$ cat src/mtma_pkg.sv
// ----------------------------------------------------------------------------
// mtma_pkg: shared types and constants
// Data width of the distance channels and the sequencer states.
// ----------------------------------------------------------------------------
package mtma_pkg;

  localparam int DATA_W = 16;

  typedef logic [DATA_W-1:0] data_t;

  typedef enum logic [2:0] {
    ST_IDLE,     // waiting for a sample beat
    ST_LOAD,     // fetch the next median candidate
    ST_SCAN,     // rank the candidate, one compare per cycle
    ST_AVG_SUB,  // drop the oldest median from the running total once full
    ST_AVG_ADD,  // add the new median, start the divider
    ST_DIV,      // restoring divide, one quotient bit per cycle
    ST_FINISH    // hand the result to the output register
  } mtma_state_t;

endpackage

$ cat src/mtma_dist_if.sv
// ----------------------------------------------------------------------------
// mtma_dist_if: raw distance stream
// Valid/ready channel carrying one raw distance sample per beat.
// ----------------------------------------------------------------------------
interface mtma_dist_if;
  import mtma_pkg::*;

  logic  valid;
  logic  ready;
  data_t distance;

  modport source (output valid, output distance, input ready);
  modport sink   (input valid, input distance, output ready);
endinterface

$ cat src/mtma_filt_if.sv
// ----------------------------------------------------------------------------
// mtma_filt_if: filtered distance stream
// Valid/ready channel carrying one filtered distance per beat.
// ----------------------------------------------------------------------------
interface mtma_filt_if;
  import mtma_pkg::*;

  logic  valid;
  logic  ready;
  data_t smoothed;

  modport source (output valid, output smoothed, input ready);
  modport sink   (input valid, input smoothed, output ready);
endinterface

$ cat src/median_then_moving_average_filter.sv
// ----------------------------------------------------------------------------
// median_then_moving_average_filter: running median + moving average
// Upper median over a circular sample window, then a moving average over the
// last medians, divided down by a bit-serial divider.
// ----------------------------------------------------------------------------
//
//  channel    dir   beat payload                 notes
//  ---------  ----  ---------------------------  -----------------------------
//  sample     in    distance [15:0]              ready only while idle
//  filtered   out   smoothed [15:0]              output register
//  cfg        in    cfg_wr_data = filter_on      write of 1 restarts median
//
//  Per item (filter on): LOAD and SCAN for each of t <= n candidates tried by
//  the ranking loop, with n the median fill (one comparator, one compare per
//  cycle), then AVG_SUB, AVG_ADD, SUM_W = 19 divider steps (default), FINISH.
//  Filter off: IDLE goes straight to FINISH, the sample is returned as is.
//  Reset: synchronous; clears fills, positions, total, filter_on = 1.
//  A result waiting in the output register does not block the next sample;
//  the sequencer only stalls in FINISH until the output register is free.
//
module median_then_moving_average_filter #(
  parameter int MEDIAN_TAPS  = 5,
  parameter int AVERAGE_TAPS = 8
) (
  input  logic        clk,
  input  logic        rst,
  mtma_dist_if.sink   sample,
  mtma_filt_if.source filtered,
  input  logic        cfg_wr_en,
  input  logic        cfg_wr_data
);
  import mtma_pkg::*;

  // widths
  localparam int MI_W  = (MEDIAN_TAPS > 1) ? $clog2(MEDIAN_TAPS) : 1;
  localparam int MF_W  = $clog2(MEDIAN_TAPS + 1);
  localparam int AI_W  = (AVERAGE_TAPS > 1) ? $clog2(AVERAGE_TAPS) : 1;
  localparam int AF_W  = $clog2(AVERAGE_TAPS + 1);
  localparam int SUM_W = DATA_W + ((AVERAGE_TAPS > 1) ? $clog2(AVERAGE_TAPS) : 0);
  localparam int DC_W  = $clog2(SUM_W);

  mtma_state_t state, state_next;

  logic filter_on;

  // median window, one read port at rd_idx
  data_t            med_win [MEDIAN_TAPS];
  logic [MI_W-1:0]  med_wpos;
  logic [MF_W-1:0]  med_fill;
  logic [MF_W-1:0]  med_n;
  logic [MI_W-1:0]  med_i;
  logic [MI_W-1:0]  med_j;
  logic [MF_W-1:0]  med_lt;
  logic [MF_W-1:0]  med_le;
  data_t            med_cand;
  data_t            med_val;

  // average window
  data_t            avg_win [AVERAGE_TAPS];
  logic [AI_W-1:0]  avg_wpos;
  logic [AF_W-1:0]  avg_fill;
  logic [SUM_W-1:0] avg_total;

  // divider
  logic [SUM_W-1:0] div_q;
  logic [AF_W-1:0]  div_rem;
  logic [DC_W-1:0]  div_cnt;

  data_t result;
  logic  out_valid;
  data_t out_data;

  // ranking step: count entries below / not above the candidate
  logic [MI_W-1:0]  rd_idx;
  data_t            rd_data;
  logic [MF_W-1:0]  lt_n, le_n, med_k;
  logic             scan_last, scan_hit;
  logic [SUM_W-1:0] avg_total_add;
  logic [AF_W:0]    rem_sh;
  logic             rem_ge;
  logic [SUM_W-1:0] div_q_next;
  logic             sample_acc, out_free;

  assign rd_idx    = (state == ST_LOAD) ? med_i : med_j;
  assign rd_data   = med_win[rd_idx];
  assign lt_n      = med_lt + MF_W'(rd_data <  med_cand);
  assign le_n      = med_le + MF_W'(rd_data <= med_cand);
  assign med_k     = med_n >> 1;
  assign scan_last = (MF_W'(med_j) == med_n - MF_W'(1));
  assign scan_hit  = (lt_n <= med_k) && (med_k < le_n);

  assign avg_total_add = avg_total + SUM_W'(med_val);

  // restoring divide step; remainder stays below the divisor
  assign rem_sh     = {div_rem, div_q[SUM_W-1]};
  assign rem_ge     = (rem_sh >= {1'b0, avg_fill});
  assign div_q_next = {div_q[SUM_W-2:0], rem_ge};

  assign sample_acc = sample.valid && sample.ready;
  assign out_free   = !out_valid || filtered.ready;

  assign sample.ready      = (state == ST_IDLE);
  assign filtered.valid    = out_valid;
  assign filtered.smoothed = out_data;

  always_ff @(posedge clk) begin
    if (rst) begin
      state <= ST_IDLE;
    end else begin
      state <= state_next;
    end
  end

  always_comb begin
    state_next = state;
    case (state)
      ST_IDLE: begin
        if (sample_acc) begin
          state_next = filter_on ? ST_LOAD : ST_FINISH;
        end
      end
      ST_LOAD:    state_next = ST_SCAN;
      ST_SCAN: begin
        if (scan_last) begin
          state_next = scan_hit ? ST_AVG_SUB : ST_LOAD;
        end
      end
      ST_AVG_SUB: state_next = ST_AVG_ADD;
      ST_AVG_ADD: state_next = ST_DIV;
      ST_DIV: begin
        if (div_cnt == '0) begin
          state_next = ST_FINISH;
        end
      end
      ST_FINISH: begin
        if (out_free) begin
          state_next = ST_IDLE;
        end
      end
      default:    state_next = ST_IDLE;
    endcase
  end

  // control registers
  always_ff @(posedge clk) begin
    if (rst) begin
      filter_on <= 1'b1;
      med_wpos  <= '0;
      med_fill  <= '0;
      avg_wpos  <= '0;
      avg_fill  <= '0;
      avg_total <= '0;
      out_valid <= 1'b0;
    end else begin
      if (filtered.ready) begin
        out_valid <= 1'b0;
      end
      case (state)
        ST_IDLE: begin
          if (sample_acc && filter_on) begin
            med_wpos <= (med_wpos == MI_W'(MEDIAN_TAPS - 1)) ? '0 : med_wpos + MI_W'(1);
            if (med_fill != MF_W'(MEDIAN_TAPS)) begin
              med_fill <= med_fill + MF_W'(1);
            end
          end
        end
        ST_AVG_SUB: begin
          if (avg_fill == AF_W'(AVERAGE_TAPS)) begin
            avg_total <= avg_total - SUM_W'(avg_win[avg_wpos]);
          end else begin
            avg_fill <= avg_fill + AF_W'(1);
          end
        end
        ST_AVG_ADD: begin
          avg_total <= avg_total_add;
          avg_wpos  <= (avg_wpos == AI_W'(AVERAGE_TAPS - 1)) ? '0 : avg_wpos + AI_W'(1);
        end
        ST_FINISH: begin
          if (out_free) begin
            out_valid <= 1'b1;
          end
        end
        default: ;
      endcase
      // writing 1 restarts the median window; the average window stays
      if (cfg_wr_en) begin
        filter_on <= cfg_wr_data;
        if (cfg_wr_data) begin
          med_fill <= '0;
          med_wpos <= '0;
        end
      end
    end
  end

  // datapath registers
  always_ff @(posedge clk) begin
    case (state)
      ST_IDLE: begin
        if (sample_acc) begin
          result <= sample.distance;
          if (filter_on) begin
            med_win[med_wpos] <= sample.distance;
            med_n <= (med_fill != MF_W'(MEDIAN_TAPS)) ? med_fill + MF_W'(1) : med_fill;
            med_i <= '0;
          end
        end
      end
      ST_LOAD: begin
        med_cand <= rd_data;
        med_j    <= '0;
        med_lt   <= '0;
        med_le   <= '0;
      end
      ST_SCAN: begin
        med_lt <= lt_n;
        med_le <= le_n;
        med_j  <= med_j + MI_W'(1);
        if (scan_last) begin
          med_i   <= med_i + MI_W'(1);
          med_val <= med_cand;
        end
      end
      ST_AVG_ADD: begin
        avg_win[avg_wpos] <= med_val;
        div_q   <= avg_total_add;
        div_rem <= '0;
        div_cnt <= DC_W'(SUM_W - 1);
      end
      ST_DIV: begin
        div_q   <= div_q_next;
        div_rem <= rem_ge ? AF_W'(rem_sh - {1'b0, avg_fill}) : AF_W'(rem_sh);
        div_cnt <= div_cnt - DC_W'(1);
        if (div_cnt == '0) begin
          result <= div_q_next[DATA_W-1:0];
        end
      end
      ST_FINISH: begin
        if (out_free) begin
          out_data <= result;
        end
      end
      default: ;
    endcase
  end

  // checks
  a_med_fill_range: assert property (@(posedge clk) disable iff (rst)
    med_fill <= MF_W'(MEDIAN_TAPS))
    else $error("median fill beyond window depth");

  a_avg_div_nonzero: assert property (@(posedge clk) disable iff (rst)
    (state == ST_DIV) |-> (avg_fill != '0 && avg_fill <= AF_W'(AVERAGE_TAPS)))
    else $error("divide by empty or overfull average window");

  a_rank_found: assert property (@(posedge clk) disable iff (rst)
    (state == ST_SCAN && scan_last && !scan_hit) |-> (MF_W'(med_i) != med_n - MF_W'(1)))
    else $error("median search ran out of candidates");

  a_finish_loads: assert property (@(posedge clk) disable iff (rst)
    (state == ST_FINISH && out_free) |=> (out_valid && state == ST_IDLE))
    else $error("finished result not presented");

endmodule
$ cat src/flat_wrapper.sv
// flat-port wrapper written by rule: the top's interface ports become plain ports
module median_then_moving_average_filter_flat import mtma_pkg::*;
#(
  parameter int MEDIAN_TAPS  = 5,
  parameter int AVERAGE_TAPS = 8
)
  (clk, rst, cfg_wr_en, cfg_wr_data, sample_valid, sample_distance, sample_ready, filtered_valid, filtered_smoothed, filtered_ready);
  mtma_dist_if sample_i ();
  mtma_filt_if filtered_i ();
  input  logic clk;
  input  logic rst;
  input  logic cfg_wr_en;
  input  logic cfg_wr_data;
  input wire logic [$bits(sample_i.valid)-1:0] sample_valid;
  input wire logic [$bits(sample_i.distance)-1:0] sample_distance;
  output wire logic [$bits(sample_i.ready)-1:0] sample_ready;
  output wire logic [$bits(filtered_i.valid)-1:0] filtered_valid;
  output wire logic [$bits(filtered_i.smoothed)-1:0] filtered_smoothed;
  input wire logic [$bits(filtered_i.ready)-1:0] filtered_ready;
  assign sample_i.valid = sample_valid;
  assign sample_i.distance = sample_distance;
  assign sample_ready = sample_i.ready;
  assign filtered_valid = filtered_i.valid;
  assign filtered_smoothed = filtered_i.smoothed;
  assign filtered_i.ready = filtered_ready;
  median_then_moving_average_filter #(.MEDIAN_TAPS(MEDIAN_TAPS), .AVERAGE_TAPS(AVERAGE_TAPS)) u_core (.clk(clk), .rst(rst), .sample(sample_i), .filtered(filtered_i), .cfg_wr_en(cfg_wr_en), .cfg_wr_data(cfg_wr_data));
endmodule
$ cat config.mk
export PLATFORM = sky130hd
export DESIGN_NAME = median_then_moving_average_filter_flat
export DESIGN_NICKNAME = d
export VERILOG_FILES = /design/src/mtma_pkg.sv /design/src/mtma_dist_if.sv /design/src/mtma_filt_if.sv /design/src/median_then_moving_average_filter.sv /design/src/flat_wrapper.sv
export SDC_FILE = /design/constraint.sdc
export NUM_CORES = 1
export LEC_CHECK = 0
export ABC_AREA = 1
export BUFFER_PORTS_ARGS = -buffer_cell sky130_fd_sc_hd__buf_2
export CAP_MARGIN = 20
export CELL_PAD_IN_SITES_DETAIL_PLACEMENT = 1
export CELL_PAD_IN_SITES_GLOBAL_PLACEMENT = 2
export CORE_MARGIN = 4
export CORE_UTILIZATION = 45
export CTS_CLUSTER_DIAMETER = 150
export DETAILED_ROUTE_END_ITERATION = 12
export PLACE_DENSITY_LB_ADDON = 0.2
export SLEW_MARGIN = 25
export SYNTH_ARGS = -nofsm -noshare
export SYNTH_HDL_FRONTEND = slang
export SYNTH_SLANG_ARGS = --single-unit
export TNS_END_PERCENT = 10
$ cat constraint.sdc
create_clock -name clk -period 6.7 [get_ports clk]
set_clock_uncertainty 0.2 [all_clocks]
set_input_delay 0.335 -clock clk [delete_from_list [all_inputs] [get_ports clk]]
set_output_delay 0.335 -clock clk [all_outputs]
set_load 0.05 [all_outputs]
==> run_results.csv, run 1 <==
group,metric,value,unit
finish,final_common_cell,"nand2_1",
synthesis,synth_mux_area_share,0.0833,%
die,ioPinCount,40,
setup_path,r2r_start,"u_core.state[0]",
sta,fmax,191,MHz
sta,fin_crit_sh,78.1,%
clocking,cts_made_buffers,39,
finish,final_cell_mix,"nand2_1 (354), edfxtp_1 (315), nor2_1 (178)",
route,viasPerCell,5.34,
die,design.core.area,35900,um2
clocking,cts_tree,"yes",
placement,dpl.hpwl,31.7,mm
synthesis,syn_area_per_cell,10.2,um2
clocking,cts_root_buffer,"clkbuf_16",
synthesis,synth_xor_area_share,1.06,%
synthesis,synth_fa_ha_area_share,5.74,%
synthesis,syn_inst,1618,
clocking,clkTransAtPathRegs,0.06,ns
sta,fin_worst_hold_slack,0.220,ns
route,wl_per_cell,20.7,um
route,wl,45.2,mm
route,drc,0,
power_and_ir_drop,seq_power_share,39.2,%
sta,rsz0062_at_grt,"false",
sta,maxSlewViolCount,0,
power_and_ir_drop,p_comb_share,32.2,%
min_path,min_to,"u_core.filtered.smoothed[11]",
synthesis,synthesis.area,16500,um2
min_path,min_from,"u_core.result[11]",
setup_path,crit_fanout,19,
sta,hold_violations,0,
min_path,min_path_type,"reg2reg",
global_routing,first_global_vias,12256,
placement,io_buffers,39,
placement,gp_congestion,0.860,
job,cap_viol_max_count,0,
setup_path,r2r-end,"u_core.state[1]",
setup_path,startpoint,"u_core.state[0]",
global_routing,grt.overflow.total,0,
die,fp.dieH,200,um
die,fp.dieW,200,um
synthesis,ys_seq_elements,355,
sta,worst_slew_pin_slew,0.996,ns
min_path,holdPathStages,0,
finish,fin_nets,1788,
power_and_ir_drop,peakVddDrop,0.300,mV
synthesis,synth_top_family_by_area,"simple AND/OR/NAND/NOR gates",
synthesis,synth_compound_area_share,8.55,%
die,num_rows,69,
synthesis,ys_types,41,
setup_path,cp.arrival,5.52,ns
synthesis,async_flop_share,0,%
power_and_ir_drop,p_per_area,412,nW/um2
setup_path,crit_type,"reg2reg",
global_routing,grt_antenna_before_repair,0,
sta,final.setup.tns,0,ns
global_routing,grt_pass1_wl,70.7,mm
power_and_ir_drop,p_sw_share,36.2,%
clocking,cts_buffer_depth,3,
sta,finalSetupViolCount,0,
setup_path,rr_worst_depth,30,
setup_path,critPathMaxStageDelay,0.52,ns
synthesis,synth_fp_nets,1714,
route,via_count,11656,
setup_path,critPathCaptureType,"flip-flop",
setup_path,required,6.98,ns
route,drtAntennaViolNets,0,
sta,max_slew_margin,33.4,%
sta,fin_crit,5.23,ns
setup_path,startpoint_type,"flip-flop",
setup_path,crit_slowest_cell,"nor2_4",
global_routing,track_usage,23.3,%
synthesis,ys.flop_type,"edfxtp_1",
clocking,cts_sinks,355,
power_and_ir_drop,power_switching,0.00280,W
route,first_iter_violations,699,
global_routing,grt_max_degree,65,
die,design.die.area,39900,um2
status,outcome,"finished clean",
setup_path,reg2reg_setup_slack,1.47,ns
power_and_ir_drop,clockPowerShare,28.6,%
clocking,clk_latency,0.56,ns
finish,diodes,0,
power_and_ir_drop,power.internal,0.00495,W
synthesis,yosysSeqAreaShare,62.1,%
route,firstDrtPassIters,4,
synthesis,yosys.area_share.simple,17.4,%
power_and_ir_drop,p_leak,7.55,nW
synthesis,yosysWarnings,0,
finish,area_growth,13.9,%
synthesis,synth_edf_count,315,
die,start_util,46.0,%
clocking,htree_levels,2,
finish,drive_above_1_share,8.77,%
registers in the layout (all words and copies together) (netlist names), named ones only:
name	flops
u_core.result	16
u_core.filtered.valid	1
u_core.med_wpos	3
u_core.med_win	80
u_core.med_i	3
u_core.state	3
u_core.filter_on	1
u_core.med_cand	16
u_core.med_j	3
u_core.avg_fill	4
u_core.div_rem	4
u_core.avg_wpos	3
u_core.med_val	16
u_core.med_lt	3
u_core.med_le	3
u_core.div_cnt	5
u_core.med_n	3
u_core.div_q	19
u_core.avg_win	128
u_core.med_fill	3
u_core.filtered.smoothed	16
u_core.avg_total	19
worst max-delay path: cells and delay by family (launching register included):
| family | cells | cell delay (ns) |
|---|---|---|
| buf+inv | 6 | 0.68 |
| compound gates | 8 | 1.12 |
| flops | 1 | 0.45 |
| simple gates | 12 | 1.71 |
| fa+ha+maj | 4 | 0.98 |
through the flow:
step           setup slack, ns  area (um2)  cells  total power [W]  utilization, %
3_3_place_gp              1.83       17300   2089          0.00546            48.1
5_1_grt                  0.995       18800   2182          0.00829            52.4
2_1_floorplan             2.70       16500   1618          0.00478               -
3_5_place_dp              1.54       17300   2089          0.00555            48.1
4_1_cts                   1.42       18800   2182          0.00782            52.4
6_report                  1.47       18800   2182          0.00775            52.4
power groups by stage:
stage,combinational [W],clock [W],sequential [W]
finish,0.00250,0.00222,0.00304
global route,0.00286,0.00236,0.00307
CTS,0.00252,0.00226,0.00304
detailed placement,0.00247,0,0.00308
global placement,0.00239,0,0.00306
floorplan,0.00178,0,0.00300
final cells by class:
cell class,count,area [um2]
clock buffer,49,1030
fill,3911,17100
multi-input combinational,1047,5460
inverter,165,621
tap,461,577
clock inverter,21,280
timing repair buffer,84,591
sequential,355,10300
Yosys cell counts, types with 2 or more instances:
| cell type | n | area share [%] |
|---|---|---|
| nand2_1 | 354 | 8.0 |
| edfxtp_1 | 315 | 57 |
| nor2_1 | 180 | 4.1 |
| inv_1 | 155 | 3.5 |
| o21ai_0 | 129 | 3.9 |
| nand3_1 | 116 | 3.5 |
| a21oi_1 | 76 | 2.3 |
| ha_1 | 71 | 5.4 |
| dfxtp_1 | 40 | 4.8 |
| clkbuf_1 | 31 | 0.70 |
| o22ai_1 | 19 | 0.72 |
| nor3_1 | 16 | 0.48 |
| o221ai_1 | 16 | 0.85 |
| xnor2_1 | 16 | 0.85 |
| buf_2 | 12 | 0.36 |
| inv_2 | 10 | 0.23 |
| nand4_1 | 6 | 0.23 |
| or2_2 | 5 | 0.19 |
| and2_1 | 4 | 0.15 |
| buf_4 | 4 | 0.18 |
| nand3b_1 | 4 | 0.18 |
| xor2_1 | 4 | 0.21 |
| a211oi_1 | 3 | 0.14 |
| buf_1 | 3 | 0.068 |
| fa_1 | 3 | 0.36 |
| nor2_2 | 3 | 0.11 |
| nor2_4 | 3 | 0.20 |
| o21bai_1 | 3 | 0.14 |
| nand2_2 | 2 | 0.076 |
| nor4_1 | 2 | 0.076 |
| o211ai_1 | 2 | 0.091 |
| o21a_1 | 2 | 0.091 |
cells by family (layout without fill, tap and decap cells):
logic type,count (synthesis),count (layout)
xor+xnor,20,20
buf+inv,216,319
simple gates,696,696
flops,355,355
mux,1,1
compound gates,256,256
fa+ha+maj,74,74
per-layer routing:
layer  track usage [%]  wire (um)  vias to the layer above
li1                  -          -                     5703
met1              31.6      20600                     5715
met2              39.3      21800                      180
met3              3.63       1590                       58
met4              6.59       1200                        0
met5                 0          0                        -
worst max path at each step:
| stage | to | slack, ns | cells after the start |
|---|---|---|---|
| after floorplan | u_core.state[1] | 2.70 | 24 |
| after global placement | u_core.state[1] | 1.83 | 31 |
| after detailed placement | u_core.state[1] | 1.54 | 30 |
| after CTS | u_core.state[1] | 1.42 | 30 |
| after global routing | u_core.state[1] | 1.0 | 30 |
| final | u_core.state[1] | 1.47 | 30 |
repair_timing:
item | 4_1_cts | 5_1_grt
hold buffers | 23 | 0
hold endpoints to repair | 102 | 0
setup endpoints to repair | 0 | 0
setup buffers | 0 | 0
gates resized for setup | 0 | 0
(Power assumes the default switching activity.)
==> run 2: changes to the inputs <==
- CORE_UTILIZATION: 45 -> 38
- clock period: 6.7 -> 4.74 ns (I/O delays scaled with it)
==> run 2 against run 1 <==
Net effect: non-clock buffer count increased by 7; largest power group unchanged; final cell count increased by 6.2%; register-to-register slack got worse by 0.95 ns; critical path depth decreased by 2; sequential power increased by 41%; combinational power increased by 42%; die area increased by 18%; global-route usage decreased by 3.6 points.
==> run_results.csv, run 2 (synthesis results as in run 1) <==
group,metric,value,unit
status,outcome,"finished clean",
sta,worst_slew_pin_slew,1.01,ns
global_routing,first_global_vias,12447,
route,first_iter_violations,433,
placement,dpl.hpwl,32.0,mm
die,design.core.area,43100,um2
clocking,clkTransAtPathRegs,0.06,ns
die,design.die.area,46900,um2
sta,fin_crit_sh,89.1,%
route,drtAntennaViolNets,0,
sta,rsz0062_at_grt,"false",
setup_path,startpoint_type,"flip-flop",
setup_path,crit_slowest_cell,"dfxtp_2",
finish,top_register,"u_core.avg_win",
setup_path,crit_fanout,12,
die,fp.dieW,217,um
power_and_ir_drop,p_per_area,570,nW/um2
placement,gp_congestion,0.804,
route,firstDrtPassIters,5,
finish,final_common_cell,"nand2_1",
finish,final_cell_mix,"nand2_1 (354), edfxtp_1 (315), nor2_1 (178)",
clocking,cts_sinks,355,
die,start_util,38.4,%
finish,drive_above_1_share,9.23,%
finish,largest_reg_flops,128,
finish,reg.largest.list,"u_core.avg_win: 128 flops, u_core.med_win: 80 flops",
clocking,cts_root_buffer,"clkbuf_16",
placement,place_inst,2219,
route,wl_per_cell,19.7,um
finish,fillers,4720,
route,wl,45.7,mm
setup_path,cp.arrival,4.50,ns
sta,hold_violations,0,
global_routing,grt_antenna_before_repair,0,
finish,final_cells,2318,
finish,finalInstanceArea,19000,um2
setup_path,path_common_cell,"nand2_1",
die,num_rows,76,
setup_path,critPathCaptureType,"flip-flop",
route,viasPerCell,5.03,
global_routing,grt_max_degree,65,
setup_path,required,5.02,ns
sta,maxSlewViolCount,0,
die,ioPinCount,40,
min_path,holdPathStages,0,
route,drc,0,
setup_path,rr_worst_depth,28,
min_path,min_path_type,"reg2reg",
clocking,clk_latency,0.56,ns
clocking,cts_buffer_depth,3,
sta,finalSetupViolCount,0,
power_and_ir_drop,p_leak,7.58,nW
finish,fin_nets,1797,
global_routing,grt.overflow.total,0,
sta,fmax,237,MHz
sta,final.setup.tns,0,ns
placement,placed_area,17500,um2
setup_path,critPathMaxStageDelay,0.36,ns
clocking,post-cts-setup-buffers,0,
sta,fin_crit,4.22,ns
setup_path,crit_type,"reg2reg",
clocking,cts_tree,"yes",
placement,io_buffers,39,
die,fp.dieH,217,um
sta,max_slew_margin,32.4,%
clocking,cts_made_buffers,41,
global_routing,track_usage,19.7,%
finish,area_growth,15.1,%
job,cap_viol_max_count,0,
route,via_count,11651,
sta,fin_worst_hold_slack,0.213,ns
global_routing,grt_pass1_wl,71.7,mm
clocking,htree_levels,2,
power_and_ir_drop,peakVddDrop,0.293,mV
finish,diodes,0,
-- run 2: changes by cell type in the layout (fill, tap and decap cells not counted), moves of 2 or more --
| cell | previous run | this run |
|---|---|---|
| buf_4 | 22 | 26 |
| bufinv_16 | 6 | 1 |
| clkbuf_1 | 9 | 11 |
| clkbuf_16 | 40 | 42 |
| clkbuf_8 | 0 | 2 |
| clkinv_2 | 4 | 8 |
-- run 2: worst paths after layout --
kind | start | endpoint | slack (ns)
max reg2reg | u_core.state[1] | u_core.state[1] | 0.52
min reg2reg | u_core.result[14] | u_core.filtered.smoothed[14] | 0.21
max | u_core.state[1] | u_core.state[1] | 0.52
min | u_core.result[14] | u_core.filtered.smoothed[14] | 0.21
-- run 2: what timing repair did --
item / in CTS / in global routing
resized for setup: 0 / 14
hold buffers: 24 / 0
endpoints found under the hold margin: 112 / 0
endpoints found under the setup margin: 0 / 1
-- run 2: per-layer routing --
| metal | up-vias | wire (um) | GRT usage, % |
|---|---|---|---|
| met2 | 150 | 22200 | 33.9 |
| met3 | 64 | 1220 | 2.55 |
| met4 | 0 | 1310 | 6.19 |
| li1 | 5741 | - | - |
| met1 | 5696 | 21000 | 26.0 |
| met5 | - | 0 | 0 |
-- run 2: worst max-delay path, delay by kind of cell, from the launching register on --
family / cells / cell delay [ns]
compound gates: 6 / 0.86
fa+ha+maj: 4 / 1.06
buf+inv: 5 / 0.46
flops: 1 / 0.36
simple gates: 13 / 1.18
-- run 2: final cells by class --
cell class,count,area (um2),area share (%)
well taps,585,732,3.85
inverters,165,629,3.31
repair buffers,91,666,3.50
clock inverters,20,141,0.743
flip-flops and latches,355,10300,54.0
multi-input cells,1047,5470,28.8
clock buffers,55,1120,5.89
-- run 2: stage by stage --
stage          util, %  setup WS, ns  power [W]
2_1_floorplan        -         0.745    0.00675
3_3_place_gp      40.6         0.389    0.00779
3_5_place_dp      40.6         0.203    0.00789
4_1_cts           44.1         0.170     0.0109
5_1_grt           44.2        0.0598     0.0116
6_report          44.2         0.517     0.0108
-- run 2: where the power goes --
group | internal (W) | switching (W) | leakage (nW)
logic | 0.00115 | 0.00241 | 3.78
clock network | 0.00172 | 0.00127 | 0.616
registers | 0.00401 | 0.000280 | 3.19
